`src/rtl/core/joint_velocity_estimator_assert.svh`:
```
// Assertion macros shared by the joint velocity estimator RTL.
// Define ASSERT_OFF to compile all checks away.
`ifndef JOINT_VELOCITY_ESTIMATOR_ASSERT_SVH
`define JOINT_VELOCITY_ESTIMATOR_ASSERT_SVH
`ifndef ASSERT_OFF
`define JVE_ASSERT_IMPL(label, prop, msg) \
  label: assert property (@(posedge clk) disable iff (rst) prop) else $error(msg);
`define JVE_ASSERT_RST(label, prop, msg) \
  label: assert property (@(posedge clk) prop) else $error(msg);
`else
`define JVE_ASSERT_IMPL(label, prop, msg)
`define JVE_ASSERT_RST(label, prop, msg)
`endif
`endif

```
`src/rtl/core/jve_pkg.sv`:
```
// Shared types and constants for the joint velocity estimator.
// No dependencies.
`default_nettype none
package jve_pkg;
  localparam int REG_MEASURED_MODE = 0;
  localparam int REG_WINDOW_LENGTH = 1;
  localparam int CFG_INDEX_W = 1;
  localparam int CFG_DATA_W  = 6;
  localparam logic [29:0] NS_PER_SECOND = 30'd1000000000;

  // One classified item passed from front to back
  typedef struct packed {
    logic [2:0]  joint;
    logic        warm;      // first sample: emit zero, warming_up
    logic        use_meas;  // raw velocity is the measured value
    logic [31:0] meas;
    logic signed [20:0] dpos;
    logic [47:0] dt;
  } task_t;

  // Result item
  typedef struct packed {
    logic        warming_up;
    logic [31:0] velocity;
    logic [2:0]  joint;
  } result_t;
endpackage
`default_nettype wire

```
`src/rtl/core/jve_front.sv`:
```
// Front end: accepts samples, keeps per-joint previous sample, classifies items.
// Depends on jve_pkg.
`default_nettype none
module jve_front #(
  parameter int JOINT_COUNT = 6
) (
  input  wire logic   clk,
  input  wire logic   rst,
  input  wire logic   measured_mode,
  input  wire logic   in_valid,
  output logic        in_ready,
  input  wire logic [2:0]  joint,
  input  wire logic [19:0] position,
  input  wire logic [47:0] stamp_ns,
  input  wire logic [31:0] measured_velocity,
  input  wire logic        velocity_present,
  output logic        q_valid,
  input  wire logic   q_ready,
  output jve_pkg::task_t q_task
);
  import jve_pkg::*;
  logic [JOINT_COUNT-1:0] prev_valid;
  logic [19:0] prev_position [JOINT_COUNT];
  logic [47:0] prev_stamp [JOINT_COUNT];
  logic in_range, use_meas, warm, bad_dt;
  logic [$clog2(JOINT_COUNT+1)-1:0] jidx;

  // Single-entry output register toward the queue
  assign in_ready = !q_valid || q_ready;
  assign jidx = ($clog2(JOINT_COUNT+1))'(joint);
  assign in_range = jidx < ($clog2(JOINT_COUNT+1))'(JOINT_COUNT);
  assign use_meas = measured_mode && velocity_present;
  assign warm = !use_meas && !prev_valid[jidx[$clog2(JOINT_COUNT)-1+($clog2(JOINT_COUNT)==0):0]];
  assign bad_dt = !use_meas && !warm &&
    (stamp_ns <= prev_stamp[jidx[$clog2(JOINT_COUNT)-1+($clog2(JOINT_COUNT)==0):0]]);

  always_ff @(posedge clk) begin
    if (rst) begin
      q_valid <= 1'b0;
      prev_valid <= '0;
    end else begin
      if (in_valid && in_ready && in_range && !bad_dt) begin
        q_valid <= 1'b1;
        q_task.joint <= joint;
        q_task.warm <= warm;
        q_task.use_meas <= use_meas;
        q_task.meas <= measured_velocity;
        q_task.dpos <= $signed({position[19], position}) -
          $signed({prev_position[jidx[$clog2(JOINT_COUNT)-1+($clog2(JOINT_COUNT)==0):0]][19],
                   prev_position[jidx[$clog2(JOINT_COUNT)-1+($clog2(JOINT_COUNT)==0):0]]});
        q_task.dt <= stamp_ns - prev_stamp[jidx[$clog2(JOINT_COUNT)-1+($clog2(JOINT_COUNT)==0):0]];
        if (use_meas) begin
          prev_valid[jidx[$clog2(JOINT_COUNT)-1+($clog2(JOINT_COUNT)==0):0]] <= 1'b0;
        end else begin
          prev_valid[jidx[$clog2(JOINT_COUNT)-1+($clog2(JOINT_COUNT)==0):0]] <= 1'b1;
          prev_position[jidx[$clog2(JOINT_COUNT)-1+($clog2(JOINT_COUNT)==0):0]] <= position;
          prev_stamp[jidx[$clog2(JOINT_COUNT)-1+($clog2(JOINT_COUNT)==0):0]] <= stamp_ns;
        end
      end else if (q_valid && q_ready) begin
        q_valid <= 1'b0;
      end
    end
  end
endmodule
`default_nettype wire

```
`config.mk`:
```
export PLATFORM = sky130hd
export DESIGN_NAME = jve_front
export DESIGN_NICKNAME = d
export VERILOG_FILES = /design/src/rtl/core/joint_velocity_estimator_assert.svh /design/src/rtl/core/jve_pkg.sv /design/src/rtl/core/jve_front.sv
export SDC_FILE = /design/constraint.sdc
export NUM_CORES = 1
export LEC_CHECK = 0
export ABC_AREA = 1
export BUFFER_PORTS_ARGS = -buffer_cell sky130_fd_sc_hd__buf_2
export CAP_MARGIN = 20
export CORE_MARGIN = 2
export CORE_UTILIZATION = 55
export DETAILED_ROUTE_END_ITERATION = 6
export PLACE_DENSITY = 0.78
export SLEW_MARGIN = 20
export SYNTH_ARGS = -nofsm -noshare
export SYNTH_HDL_FRONTEND = slang
export SYNTH_SLANG_ARGS = --single-unit
export TNS_END_PERCENT = 30
```
`constraint.sdc`:
```
create_clock -name clk -period 17.17 [get_ports clk]
set_input_delay 3.434 -clock clk [delete_from_list [all_inputs] [get_ports clk]]
set_output_delay 3.434 -clock clk [all_outputs]
set_load 0.02 [all_outputs]
```
==> results_dict.tcl, run 1 <==
set metrics [dict create \
    status "completed" \
    htree_num_levels 2 \
    skew_ns 0.0360 \
    finalSetupTns_ns 0 \
    globalRouteTotalUtil_pct 28.4 \
    placementRows 75 \
    fp.dieW_um 209 \
    io_pins 217 \
    fmax_mhz 113 \
    crit_type "in2reg" \
    synth_cell_types 52 \
    drt_iter0_drc 1755 \
    grt_pass1_wl_mm 93.4 \
    yosysMostFrequentCell "edfxtp_1" \
    grt_overflow 0 \
    die_area_mm2 0.0437 \
    postCtsSetupBuffers 0 \
    reg2reg_depth 20 \
    final_max_slew_viol_count 0 \
    clock_path_buffers 3 \
    ys_ff_latch 521 \
    grt_util_met3_pct 4.82 \
    synth-async-reset-ratio_pct 0 \
    power.density_mw_per_mm2 114 \
    yosys-top-cells-count "edfxtp_1 (514), nand2_1 (315), nor2_1 (201), o21ai_0 (133), inv_1 (132)" \
    yosysSeqAreaShare_pct 67.3 \
    syn_area_per_cell_um2 12.2 \
    top_usage_layer "met2" \
    cp.arrival_ns 9.08 \
    hold_violations 0 \
    io_buffers 216 \
    period_needed_ns 8.85 \
    grt_max_degree 75 \
    die_h_um 209 \
    drive_above_1_share_pct 17.6 \
    root_buffer "clkbuf_16" \
    avgViaCountPerCell 5.91 \
    path_common_cell "nand2_2" \
    rsz0062_at_grt "no" \
    yosysTopAreaCell "edfxtp_1" \
    wirelength_mm 62.3 \
    antenna_found_initial 5 \
    tightest_slew_ns 1.12 \
    post_cts_resized 0 \
    vias 16056 \
    gp_routability_congestion 1.01 \
    cts_inserted_buffers 53 \
    use_met1_pct 39.9 \
    drtPass1Iterations 5 \
    leakagePower_nw 9.66 \
    hold_buffers 0 \
    initial_core_util_pct 55.4 \
    synthFlopType "edfxtp_1" \
    clk_pin_slew_ns 0.06 \
    clock_sinks 521 \
    yosys_warnings 0 \
    crit_chain "buf_2 > nand3_1 > inv_2 > buf_4 > a22oi_1 > o2111a_1 > ha_1 > nand2_1 > nor2_1 > inv_1 > nor2_2 > nand2_1 > nand2_2 > nand2_2 > nand3_2 > nand2_2 > nand2_4 > nand4_1 > inv_2 > buf_4" \
    slew_headroom_pct 25.1 \
    crit_path_end_kind "flip-flop" \
    synth_area_leaders "edfxtp_1 (67%), nand2_1 (5.1%), ha_1 (3.7%)" \
    ir_drop_mv 0.114 \
    max_cap_viol_count 0 \
    crit_path_max_fanout 39 \
    core_area_mm2 0.0418 \
    clk_latency_ns 0.62 \
    synth_top_cell_area_share_pct 66.7 \
    crit_path_max_incr_delay_ns 0.73 \
    finalNetCount 2310 \
    drt-wirelength-per-cell_um 22.9 \
    cts_tree "done" \
    grt_pass1_vias 15685 \
    grt_util_met2_pct 45.9 \
    worst_hold_slack_ns 0.529 \
    netlist_area_mm2 0.0231 \
    drcViolationCount 0 \
    ant_nets 0 \
    syn_nets 2079 \
    start_kind "input pin" \
    area_delta_synth_final_pct 14.9 \
    hold_class "reg2reg" \
    dp_hpwl_mm 41.5 \
    synth_cells 1899 \
    finalCritPeriodShare_pct 51.6 \
    hold_path_depth 4 \
    cp_data_required_time_ns 17.39 \
    synth_edf_count 514 \
    crit_slowest_cell "inv_2" \
    setup-violations-final 0 \
]
## metal layers
| layer | part of all wire [%] | routed length, um |
|---|---|---|
| met4 | 2.8 | 1740 |
| met5 | 0.021 | 13 |
| met1 | 42 | 26200 |
| met3 | 8.3 | 5190 |
| met2 | 47 | 29200 |
## kinds of logic after synthesis
kind of cell	Yosys count	synth area share (%)
AND/OR/NAND/NOR	638	11.7
XOR/XNOR	60	2.27
AO/OA/AOI/OAI	401	11.3
buffers and inverters	208	3.48
adder cells (fa/ha/maj)	71	3.91
flip-flops	521	67.3
## worst max-delay path: cells and delay by family
kind	cells	cell delay (ns)
simple gates	11	1.41
buf+inv	6	3.38
compound gates	2	0.39
fa+ha+maj	1	0.39
## metrics by stage
stage	instance area, um2	power [mW]	utilization (%)	instances	setup slack (ns)
3_5_place_dp	24800	1.87	59.3	2614	7.70
4_1_cts	26600	3.03	63.6	2713	8.34
2_1_floorplan	23100	1.72	-	1899	6.29
6_report	26600	3.03	63.6	2718	8.32
5_1_grt	26600	3.12	63.6	2715	7.98
3_3_place_gp	24800	1.87	59.3	2614	7.86
## sequential cells by signal, indices dropped and copies added (netlist names), named ones only
signal / flops
prev_position: 120
prev_stamp: 288
q_task: 106
q_valid: 1
## cells in the final DEF, fill, tap and decap left out, drive strengths merged, types with 7 or more instances in the layout
cell type,count
clkbuf,65
o2111a,26
o21bai,9
a22o,28
o21ai,140
clkinv,23
dfxtp,7
nand3,55
a211oi,28
a22oi,28
xnor2,23
bufinv,8
a21oi,92
inv,153
nand4,12
nand2,334
o211ai,10
a21o,9
nor3,14
nor2,212
edfxtp,514
xor2,37
buf,233
ha,69
a221oi,10
## path summary, 6_finish.rpt
| check | startpoint | endpoint | slack (ns) |
|---|---|---|---|
| hold reg to reg | flip-flop | flip-flop | 0.53 |
| setup reg to reg | prev_stamp[5][1] | prev_stamp[4][41] | 12.77 |
| hold / removal | flip-flop | flip-flop | 0.53 |
| setup / recovery | joint[0] | prev_stamp[4][41] | 8.32 |
## report_power, final
part | total, mW | leakage [nW] | internal (mW) | switching [mW]
combinational | 0.402 | 4.07 | 0.123 | 0.278
sequential | 1.45 | 4.71 | 1.44 | 0.00714
clock | 1.18 | 0.871 | 0.699 | 0.481
## layout make-up
| cell class | instances | area [um2] |
|---|---|---|
| Multi-Input combinational cell | 1170 | 6750 |
| Inverter | 151 | 567 |
| Sequential cell | 521 | 15600 |
| Clock buffer | 65 | 1390 |
| Clock inverter | 34 | 392 |
| Tap cell | 539 | 674 |
| Fill cell | 3131 | 15200 |
| Timing Repair Buffer | 233 | 1210 |
| Antenna cell | 5 | 12.5 |
No activity file was read; power rests on OpenSTA's default activity.
==> run 2: changes to the inputs <==
--- a/config.mk
+++ b/config.mk
@@ -9,9 +9,9 @@
 export BUFFER_PORTS_ARGS = -buffer_cell sky130_fd_sc_hd__buf_2
 export CAP_MARGIN = 20
 export CORE_MARGIN = 2
-export CORE_UTILIZATION = 55
+export CORE_UTILIZATION = 54
 export DETAILED_ROUTE_END_ITERATION = 6
-export PLACE_DENSITY = 0.78
+export PLACE_DENSITY = 0.8
 export SLEW_MARGIN = 20
 export SYNTH_ARGS = -nofsm -noshare
 export SYNTH_HDL_FRONTEND = slang
==> constraint.sdc (replaced) <==
create_clock -name clk -period 7.85 [get_ports clk]
set_input_delay 1.57 -clock clk [delete_from_list [all_inputs] [get_ports clk]]
set_output_delay 1.57 -clock clk [all_outputs]
set_load 0.02 [all_outputs]
==> run 2 against run 1 <==
  * Cell count shrank 0.26%
  * First-iteration DRC count grew 7.5%
  * Setup slack lost 6.4 ns
  * Cell area is essentially flat
  * Wire length shrank 0.76%
  * Sequential share of layout area is essentially flat
  * Core utilization shrank 0.61 points
  * Hold slack is essentially flat
  * Global-route usage shrank 0.79 points
  * Register-to-register slack lost 9.0 ns
==> results_dict.tcl, run 2 (synthesis results as in run 1) <==
set metrics [dict create \
    clock_sinks 521 \
    antenna_found_initial 2 \
    clock_path_buffers 3 \
    cts_inserted_buffers 52 \
    crit_slowest_cell "clkinv_2" \
    wirelength_mm 61.8 \
    hold_violations 0 \
    grt_pass1_wl_mm 92.2 \
    start_kind "input pin" \
    crit_chain "buf_2 > inv_1 > nand3_1 > clkinv_2 > a22oi_1 > o2111ai_1 > ha_1 > fa_1 > inv_1 > nand2_1 > nand2_1 > nand3_1 > nand2_2 > nand2_1 > nand2_2 > nand2_2 > nand3_2 > nand2_2 > nand2_4 > nand4_1 > inv_2 > buf_4" \
    drive_above_1_share_pct 17.8 \
    max_cap_viol_count 0 \
    hold_class "reg2reg" \
    crit_path_max_fanout 49 \
    finalNetCount 2315 \
    core_area_mm2 0.0421 \
    grt_overflow 0 \
    placementRows 75 \
    fmax_mhz 169 \
    reg2reg_depth 20 \
    rsz0062_at_grt "no" \
    io_pins 217 \
    postCtsSetupBuffers 0 \
    cp.arrival_ns 6.19 \
    final_max_slew_viol_count 0 \
    hold_path_depth 4 \
    crit_path_end_kind "flip-flop" \
    avgViaCountPerCell 5.96 \
    drcViolationCount 0 \
    drt-met1-wl_mm 25.8 \
    status "completed" \
    ir_drop_mv 0.207 \
    finalSetupTns_ns 0 \
    die_area_mm2 0.0445 \
    area_delta_synth_final_pct 14.8 \
    clk_pin_slew_ns 0.06 \
    crit_type "in2reg" \
    slew_headroom_pct 36.5 \
    vias 16154 \
    drt-wirelength-per-cell_um 22.8 \
    initial_core_util_pct 54.9 \
    gp_routability_congestion 1.02 \
    cts_tree "done" \
    top_layer "met4" \
    final_common_cell "edfxtp_1" \
    wl_met3_mm 5.83 \
    leakagePower_nw 9.64 \
    path_common_cell "nand2_2" \
    htree_num_levels 2 \
    dp_hpwl_mm 42.2 \
    ant_nets 0 \
    fp.dieW_um 211 \
    tightest_slew_ns 0.951 \
    setup-violations-final 0 \
    skew_ns 0.0399 \
    drt_iter0_drc 1886 \
    cp_data_required_time_ns 8.11 \
    post_cts_resized 0 \
    power.density_mw_per_mm2 244 \
    period_needed_ns 5.93 \
    clk_latency_ns 0.61 \
    drtPass1Iterations 6 \
    crit_path_max_incr_delay_ns 0.75 \
    wl_met2_mm 28.5 \
    final_core_util_pct 63.0 \
    root_buffer "clkbuf_16" \
    globalRouteTotalUtil_pct 27.7 \
    final_cell_mix "edfxtp_1 (514), nand2_1 (315), buf_2 (216), nor2_1 (200), o21ai_0 (133)" \
    grt_pass1_vias 15491 \
    grt_max_degree 72 \
    die_h_um 211 \
    io_buffers 216 \
    finalCritPeriodShare_pct 75.5 \
    largest_reg_flops 288 \
    hold_buffers 0 \
]
## run 2: final cells by class
class	instances	area, um2
Tap cell	539	674
Timing Repair Buffer	239	1350
Fill cell	3205	15600
Clock inverter	26	255
Multi-Input combinational cell	1170	6750
Clock buffer	64	1380
Sequential cell	521	15600
Inverter	151	568
Antenna cell	1	2.50
## run 2: through the flow
step	power (mW)	worst slack [ns]	cell area [um2]	hold slack, ns	cells
global route	6.66	1.70	26600	0.574	2711
finish	6.47	1.92	26600	0.529	2711
detailed placement	4.09	1.48	24900	0.508	2620
floorplan	3.76	0.633	23100	0.490	1899
global placement	4.08	1.65	24900	0.503	2620
CTS	6.48	2.10	26600	0.519	2710
## run 2: worst paths after layout
kind,start,endpoint,slack (ns)
max,joint[2],prev_stamp[4][21],1.92
min,flip-flop,flip-flop,0.53
max reg2reg,prev_stamp[5][1],prev_stamp[4][21],3.80
min reg2reg,flip-flop,flip-flop,0.53
## run 2: metal layers
layer	vias to the layer above	GRT usage (%)
met1	7801	40.4
met5	-	0
met3	110	4.33
li1	7324	-
met2	919	43.0
met4	0	8.81
## run 2: power breakdown
| group | internal (mW) | leakage, nW | switching, mW |
|---|---|---|---|
| Clock | 1.38 | 0.799 | 1.04 |
| Sequential | 3.15 | 4.71 | 0.0162 |
| Combinational | 0.273 | 4.13 | 0.615 |
## run 2: critical path, delay by kind of cell
family / cells / cell delay (ns)
fa+ha+maj: 2 / 0.67
simple gates: 12 / 1.18
compound gates: 2 / 0.65
buf+inv: 6 / 2.06
==> run 3: changes to the inputs <==
--- a/config.mk
+++ b/config.mk
@@ -9,9 +9,9 @@
 export BUFFER_PORTS_ARGS = -buffer_cell sky130_fd_sc_hd__buf_2
 export CAP_MARGIN = 20
 export CORE_MARGIN = 2
-export CORE_UTILIZATION = 54
+export CORE_UTILIZATION = 55
 export DETAILED_ROUTE_END_ITERATION = 6
-export PLACE_DENSITY = 0.8
+export PLACE_DENSITY = 0.78
 export SLEW_MARGIN = 20
 export SYNTH_ARGS = -nofsm -noshare
 export SYNTH_HDL_FRONTEND = slang
==> constraint.sdc (replaced) <==
create_clock -name clk -period 5.5 [get_ports clk]
set_input_delay 1.1 -clock clk [delete_from_list [all_inputs] [get_ports clk]]
set_output_delay 1.1 -clock clk [all_outputs]
set_load 0.02 [all_outputs]
==> run 3 against run 2 <==
  * First-iteration DRC count decreased by 2.2%
  * Hold slack improved by 0.0076 ns
  * Clock skew decreased by 0.016 ns
  * Die area decreased by 1.8%
  * Count of clock-buffer cells in the layout increased by 2
  * Setup slack got worse by 0.96 ns
  * Register-to-register slack got worse by 1.9 ns
  * Clock power increased by 37%
  * Critical path depth decreased by 2
  * Global-route usage increased by 0.32 points
  * Combinational power increased by 44%
  * Core utilization increased by 1.2 points
  * Critical path type unchanged
  * Critical endpoint is now q_task[82]
  * Largest power group unchanged
==> results_dict.tcl, run 3 (synthesis results as in run 1) <==
set metrics [dict create \
    finalNetCount 2342 \
    hold_buffers 0 \
    largest_reg_flops 288 \
    htree_num_levels 2 \
    finalCritPeriodShare_pct 82.4 \
    globalRouteTotalUtil_pct 28.0 \
    power.density_mw_per_mm2 340 \
    cts_inserted_buffers 53 \
    cp_top_family "simple AND/OR/NAND/NOR gates" \
    clk_pin_slew_ns 0.06 \
    final_common_cell "edfxtp_1" \
    antenna_cells 0 \
    skew_ns 0.0243 \
    placementRows 75 \
    hold_violations 0 \
    drive_above_1_share_pct 18.7 \
    clock_sinks 521 \
    start_kind "input pin" \
    core_area_mm2 0.0418 \
    setup-violations-final 0 \
    fp.dieW_um 209 \
    area_delta_synth_final_pct 15.9 \
    initial_core_util_pct 55.4 \
    tightest_slew_ns 0.958 \
    crit_path_end_kind "flip-flop" \
    path_common_cell "nand2_2" \
    final_max_slew_viol_count 0 \
    fmax_mhz 221 \
    grt_overflow 0 \
    rsz0062_at_grt "no" \
    max_cap_viol_count 0 \
    ir_drop_mv 0.416 \
    crit_slowest_cell "nor3_4" \
    clock_path_buffers 3 \
    vias 16146 \
    final_cell_mix "edfxtp_1 (514), nand2_1 (315), buf_2 (216), nor2_1 (200), o21ai_0 (133)" \
    hold_path_depth 4 \
    io_pins 217 \
    antenna_found_initial 0 \
    die_h_um 209 \
    postCtsSetupBuffers 0 \
    hold_class "reg2reg" \
    period_needed_ns 4.53 \
    dp_hpwl_mm 42.7 \
    grt_max_degree 71 \
    drtPass1Iterations 7 \
    worst-path-buf-inv 5 \
    worst_slack_ns 0.969 \
    grt_pass1_vias 15807 \
    r2r_setup_slack_ns 1.92 \
    io_buffers 216 \
    finalSetupTns_ns 0 \
    crit_path_max_incr_delay_ns 0.55 \
    avgViaCountPerCell 5.90 \
    root_buffer "clkbuf_16" \
    clk_latency_ns 0.60 \
    drt-wirelength-per-cell_um 22.5 \
    gp_routability_congestion 1.01 \
    reg2reg_depth 18 \
    drcViolationCount 0 \
    place_ws_ns 0.429 \
    crit_path_max_fanout 66 \
    drt_iter0_drc 1845 \
    cts_tree "done" \
    crit_type "in2reg" \
    crit_chain "buf_2 > buf_4 > nor3_4 > buf_12 > a22oi_1 > o2111a_1 > ha_1 > nand2_1 > inv_2 > nand2_2 > nor3_4 > nand2_2 > nor2_4 > nand2_2 > nand3_2 > nand2_2 > nand2_4 > nand2_2 > nor2_4 > buf_12" \
    worst_hold_slack_ns 0.537 \
    wirelength_mm 61.6 \
    cp.arrival_ns 4.77 \
    die_area_mm2 0.0437 \
    r2r_start "prev_stamp[5][0]" \
    grt_pass1_wl_mm 92.1 \
    status "completed" \
    ant_nets 0 \
    leakagePower_nw 9.76 \
    post_cts_resized 0 \
    cp_data_required_time_ns 5.73 \
    slew_headroom_pct 35.9 \
    r2r_end "q_task[82]" \
]
run 3: cell types whose count changed in the layout (fill, tap and decap cells not counted), moves of 2 or more:
cell | before | now
clkbuf_8 | 3 | 0
clkbuf_1 | 9 | 13
buf_4 | 15 | 31
bufinv_16 | 4 | 2
buf_12 | 8 | 18
run 3: area by class of cell:
| type | instances | area (um2) |
|---|---|---|
| Sequential cell | 521 | 15600 |
| Fill cell | 3168 | 14900 |
| Multi-Input combinational cell | 1170 | 6760 |
| Timing Repair Buffer | 265 | 1670 |
| Clock buffer | 66 | 1380 |
| Tap cell | 539 | 674 |
| Inverter | 151 | 567 |
| Clock inverter | 26 | 189 |
run 3: through the flow:
| step | area [um2] | util, % | power [mW] | instances |
|---|---|---|---|---|
| after floorplan | 23100 | - | 5.37 | 1899 |
| after global placement | 25200 | 60.5 | 5.85 | 2646 |
| after detailed placement | 25200 | 60.5 | 5.86 | 2646 |
| after CTS | 26800 | 64.2 | 9.14 | 2738 |
| after global routing | 26800 | 64.2 | 9.40 | 2738 |
| final | 26800 | 64.2 | 9.10 | 2738 |
run 3: report_power, final:
part | switching (mW) | leakage (nW) | total, mW | internal [mW]
sequential | 0.0254 | 4.71 | 4.52 | 4.49
combinational | 0.869 | 4.29 | 1.28 | 0.411
clock | 1.45 | 0.762 | 3.31 | 1.86
run 3: metal layers:
layer / global-route usage [%] / routed length [um] / vias to the layer above
met5: 0 / 0 / -
met4: 11.0 / 2030 / 0
met3: 3.31 / 4410 / 112
met2: 45.2 / 29300 / 775
met1: 39.2 / 25800 / 7874
li1: - / - / 7385
run 3: worst reg2reg max path, stage by stage, from the launching register on:
cell and delay (ns):
edfxtp_1 0.38, o21ai_0 0.24, o2111ai_1 0.17, ha_1 0.25
fa_2 0.36, inv_1 0.15, nand2_1 0.07, nand2_1 0.09
nand3_1 0.08, nand2_2 0.10, nand2_1 0.09, nand2_2 0.10
nand2_2 0.06, nand3_2 0.08, nand2_2 0.09, nand2_4 0.16
nand2_2 0.11, nor2_4 0.22, buf_12 0.32
run 3: worst max path at each step:
stage	startpoint	end	slack, ns	cells after the start
after CTS	joint[2]	q_task[82]	1.04	20
after global placement	joint[2]	prev_stamp[5][15]	0.52	20
after global routing	joint[2]	q_task[42]	0.79	22
after detailed placement	joint[2]	q_task[36]	0.43	20
final	joint[2]	q_task[82]	0.97	20
after floorplan	joint[0]	q_task[0]	0.04	19
